==> config.mk <==
export PLATFORM = sky130hd
export DESIGN_NAME = mfcd_mac
export DESIGN_NICKNAME = d
export VERILOG_FILES = /design/src/hw/rtl/mfcd_mac.sv
export SDC_FILE = /design/constraint.sdc
export NUM_CORES = 2
export LEC_CHECK = 0
export BUFFER_PORTS_ARGS = -buffer_cell sky130_fd_sc_hd__buf_4
export CORE_MARGIN = 2
export CORE_UTILIZATION = 40
export CTS_BUF_LIST = sky130_fd_sc_hd__clkbuf_2 sky130_fd_sc_hd__clkbuf_4 sky130_fd_sc_hd__clkbuf_8
export DETAILED_ROUTE_END_ITERATION = 8
export PLACE_DENSITY = 0.52
export SYNTH_ARGS = -nofsm -noshare
export SYNTH_HDL_FRONTEND = slang
export SYNTH_SLANG_ARGS = --single-unit
==> constraint.sdc <==
create_clock -name clk -period 11.5 [get_ports clk]
set_input_delay 0.575 -clock clk [delete_from_list [all_inputs] [get_ports clk]]
set_output_delay 0.575 -clock clk [all_outputs]
set_load 0.005 [all_outputs]
==> src/hw/rtl/mfcd_mac.sv <==
// Shared multiply-accumulate unit: one 32x32 signed product per cycle while en is
// high, registered, then added into a 64-bit accumulator. Uses no package items.
module mfcd_mac (
  input  logic               clk,
  input  logic               clr,
  input  logic               en,
  input  logic signed [31:0] a,
  input  logic signed [31:0] b,
  input  logic               prod_vld,
  output logic [63:0]        acc_sum
);
  logic signed [63:0] prod_r;
  logic [63:0]        acc_r;
  logic [63:0]        acc_nxt;

  always_ff @(posedge clk) begin
    if (en) begin
      prod_r <= a * b;
    end
  end

  // acc_sum already holds the pending product, so the final tap is visible
  // in the same cycle that the accumulator is cleared for the next sum.
  always_comb begin
    acc_sum = acc_r + (prod_vld ? 64'(prod_r) : 64'd0);
    if (clr) begin
      acc_nxt = 64'd0;
    end else begin
      acc_nxt = acc_sum;
    end
  end

  always_ff @(posedge clk) begin
    acc_r <= acc_nxt;
  end
endmodule

# After elaboration in Yosys (flattened, before gate mapping)
# Cells that the tools add are included.
[word_totals]
regBits = 128
in_bits = 68
output_inout_bits = 64
wordCells = 5
[classes]
add_sub_neg = 1
n_mul = 1
n_mux = 1
[ops]
columns = ["cell", "count"]
rows = [
  ["$add 64x64->64", 1],
  ["$mul 32x32->64", 1],
  ["$mux 64", 1],
]

# Logic depth before layout (Yosys ltp)
[depth]
word_depth = 2
mapped_depth = 28
depth_no_buf = 26

# Least setup slack after synthesis
# Ideal clock, no wire load.
[synth_path]
path_kind = "input to register"
start = "input b[2]"
end = "register prod_r[63], data pin"
setup_ps = 260
arrival_time_ps = 8089
required_time_ps = 11240
path_slack_ps = 3151
stages = 25
path_buffers = 1
path_cell_list = "clkbuf_1 -> nand2_1 -> inv_1 -> fa_1 -> fa_1 -> fa_1 -> fa_1 -> inv_1 -> fa_1 -> inv_1 -> fa_1 -> inv_1 -> fa_1 -> inv_1 -> fa_1 -> ha_1 -> and3_4 -> and3_4 -> a221oi_2 -> o211ai_2 -> a2111o_1 -> a31o_1 -> a311oi_2 -> a31oi_1 -> xnor2_1"
[synth_between]
elab_chain_len = 1
[synth_rtl]
columns = ["element", "line_no", "text"]
rows = [
  ["start: declaration", "8", "input logic signed [31:0] b,"],
  ["$mul 32x32->64", "18", "prod_r <= a * b;"],
  ["end signal: assignment", "18", ""],
  ["end: declaration", "12", "logic signed [63:0] prod_r;"],
]
# No other way between the ends.
# A chain may end at the register's enable or synchronous reset.

# Worst setup path in the final report
[layout_path]
start = "input b[5]"
end = "register prod_r[63], data pin"
# The elaborated chain is that of the path after synthesis.

==> impl_metrics.env <==
export IMPL_cp_max_fo=32
export IMPL_worst_pin_slew_ns=0.838
export IMPL_async_flop_share=0
export IMPL_max_freq_ghz=0.113
export IMPL_arrival_ns=9.04
export IMPL_layout_setup_ws_ns=2.67
export IMPL_synthFlopType="edfxtp_1"
export IMPL_cts_sinks=128
export IMPL_drv_cap=0
export IMPL_die_width_microns=337
export IMPL_cp_start_kind="input pin"
export IMPL_postCtsSetupBuffers=0
export IMPL_final_nets=6060
export IMPL_crit_buf_inv=8
export IMPL_wl_microns=120000
export IMPL_vias=31000
export IMPL_finClkSkew_ns=0.0146
export IMPL_cts_made_buffers=17
export IMPL_die_y_microns=337
export IMPL_synthCells=4756
export IMPL_ff2ff_path_depth=13
export IMPL_fin_crit_ns=8.83
export IMPL_outcome="finished, final reports clean"
export IMPL_grt_pass1_wl_microns=192000
export IMPL_hold_class="reg2reg"
export IMPL_postCtsResizedCells=0
export IMPL_cts_root_buf="clkbuf_8"
export IMPL_area_growth_synth_to_final_pct=5.29
export IMPL_seq_area_frac_synth=0.0724
export IMPL_dp_slack_ns=2.19
export IMPL_grt_remaining_overflow=0
export IMPL_detail_route_antenna_nets=0
export IMPL_rows=122
export IMPL_gp_congestion=0.871
export IMPL_syn_area_sq_um=44300
export IMPL_synth_nets=6154
export IMPL_synth_common_cells="1083 x fa_1, 980 x inv_1, 587 x nand2_1"
export IMPL_antenna_found_initial=2
export IMPL_critical_path_required_ns=11.71
export IMPL_syn_avg_cell_area_sq_um=9.31
export IMPL_setup_tns_ns=0
export IMPL_core_sq_um=110000
export IMPL_start_util=0.402
export IMPL_crit_family="adder cells"
export IMPL_io_pins=132
export IMPL_htreeDepth=4
export IMPL_worstHoldPathCells=3
export IMPL_grtUsageTotal=0.220
export IMPL_yosysTopAreaCell="fa_1"
export IMPL_yosys_cell_types_count=82
export IMPL_clk_pin_slew_ns=0.08
export IMPL_hold_violations=0
export IMPL_synth_warnings=0
export IMPL_insertion_delay_ns=0.47
export IMPL_synth_most_common_cell="fa_1"
export IMPL_dp_hpwl_microns=97500
export IMPL_synth_seq_cells=128
export IMPL_drc=0
export IMPL_cp_num_cells=27
export IMPL_synth_edf_count=64
export IMPL_drt_iter0_drc=1439
export IMPL_grt_max_degree=69
export IMPL_fin_crit_sh=0.768
export IMPL_vias_per_cell=5.03
export IMPL_cts_tree="yes"
export IMPL_slew_headroom=0.441
export IMPL_dr_pass1_iters=5
export IMPL_critical_path_slowest_cell="fa_1"
export IMPL_rsz0062_at_grt="no"
export IMPL_setup_worst_path_class="in2reg"
export IMPL_path_common_cell="fa_1"
export IMPL_final_setup_viol_count=0
export IMPL_grt_pass1_vias=33800
export IMPL_dieArea_sq_um=113000
export IMPL_max_stage_delay_ns=0.88
export IMPL_portBuffers=131
export IMPL_routedWlPerCell_microns=19.5
export IMPL_synth_top_area_frac=0.490
export IMPL_drive_gt1_frac=0.0441
export IMPL_ctsHoldBuffers=0
export IMPL_clk_path_buf_depth=2
export IMPL_synth_area_top_cells="fa_1 49%, inv_1 8.3%, and2_1 8.2%"
export IMPL_maxSlewViolCount=0
export IMPL_crit_path_end_kind="flop"
path summary, 6_finish.rpt:
kind | startpoint | to | slack (ns)
worst max-delay path | b[5] | prod_r[63] | 2.67
worst min-delay path | acc_r[63] | acc_r[63] | 0.67
worst max register to register | prod_r[0] | acc_r[58] | 7.73
worst min register to register | acc_r[63] | acc_r[63] | 0.67
layout make-up:
cell class,count,area [sq um]
Clock inverter,12,160
Multi-Input combinational cell,3400,36400
Antenna cell,1,2.50
Clock buffer,20,256
Tap cell,1488,1860
Sequential cell,128,3200
Inverter,981,3680
Fill cell,11100,63600
Timing Repair Buffer,134,1010
per-stage QoR:
step | util | std cells | area [sq um] | hold WS (ns)
after detailed placement | 0.419 | 6131 | 46200 | 0.641
final | 0.423 | 6164 | 46600 | 0.665
after CTS | 0.423 | 6163 | 46600 | 0.662
after global placement | 0.419 | 6131 | 46200 | 0.617
after global routing | 0.423 | 6164 | 46600 | 0.707
after floorplan | - | 4756 | 44300 | 0.584
worst register-to-register path, delay by kind of cell, from the launching register on:
family,cells,cell delay [ns]
compound gates,7,1.97
fa+ha+maj,2,0.62
simple gates,2,0.36
flops,1,0.32
mux,1,0.32
buf+inv,1,0.07
cells by family (layout without fill, tap and decap cells):
| family | count (synthesis) | count (layout) | synth area share |
|---|---|---|---|
| AO/OA/AOI/OAI | 442 | 442 | 0.0642 |
| buffers and inverters | 1228 | 1147 | 0.105 |
| XOR/XNOR | 124 | 124 | 0.0245 |
| flip-flops | 128 | 128 | 0.0724 |
| multiplexers | 8 | 8 | 0.00192 |
| adder cells (fa/ha/maj) | 1330 | 1330 | 0.560 |
| AND/OR/NAND/NOR | 1496 | 1496 | 0.173 |
| other | 0 | 1 | 0 |
flip-flops by register name, summed over array words and instances (netlist names):
name / count
acc_r: 64
prod_r: 64
cells in the final DEF, fill, tap and decap left out, types with 5 or more instances in the layout:
cell       instances
o21bai_1          31
a21oi_1          158
edfxtp_1          64
a221oi_1           5
a31oi_1           17
nor4_1             5
o21a_1            23
nor2_1           108
a21boi_0          11
dfxtp_1           64
o21ai_0           66
a21o_1            49
clkbuf_8          17
ha_1             247
a211oi_1          11
and3_1            11
o21ai_1            6
xnor2_1           85
o211ai_1          12
o2111ai_1          6
o31ai_1            5
buf_4            134
fa_1            1083
nor2b_1           71
nor3_1            24
inv_1            980
nand2b_1          13
or2_2              6
and2_1           580
nand3_1           30
and4_1             6
nand2_1          587
nand4_1           28
xor2_1            39
routing by layer:
metal,global-route usage,part of all wire
met2,0.400,0.53
met5,0,0.00011
met4,0.0594,0.030
met3,0.0167,0.031
met1,0.281,0.41
Power is not shown: default switching activity piles up to over one toggle a cycle in this logic, so the estimate is an artifact.
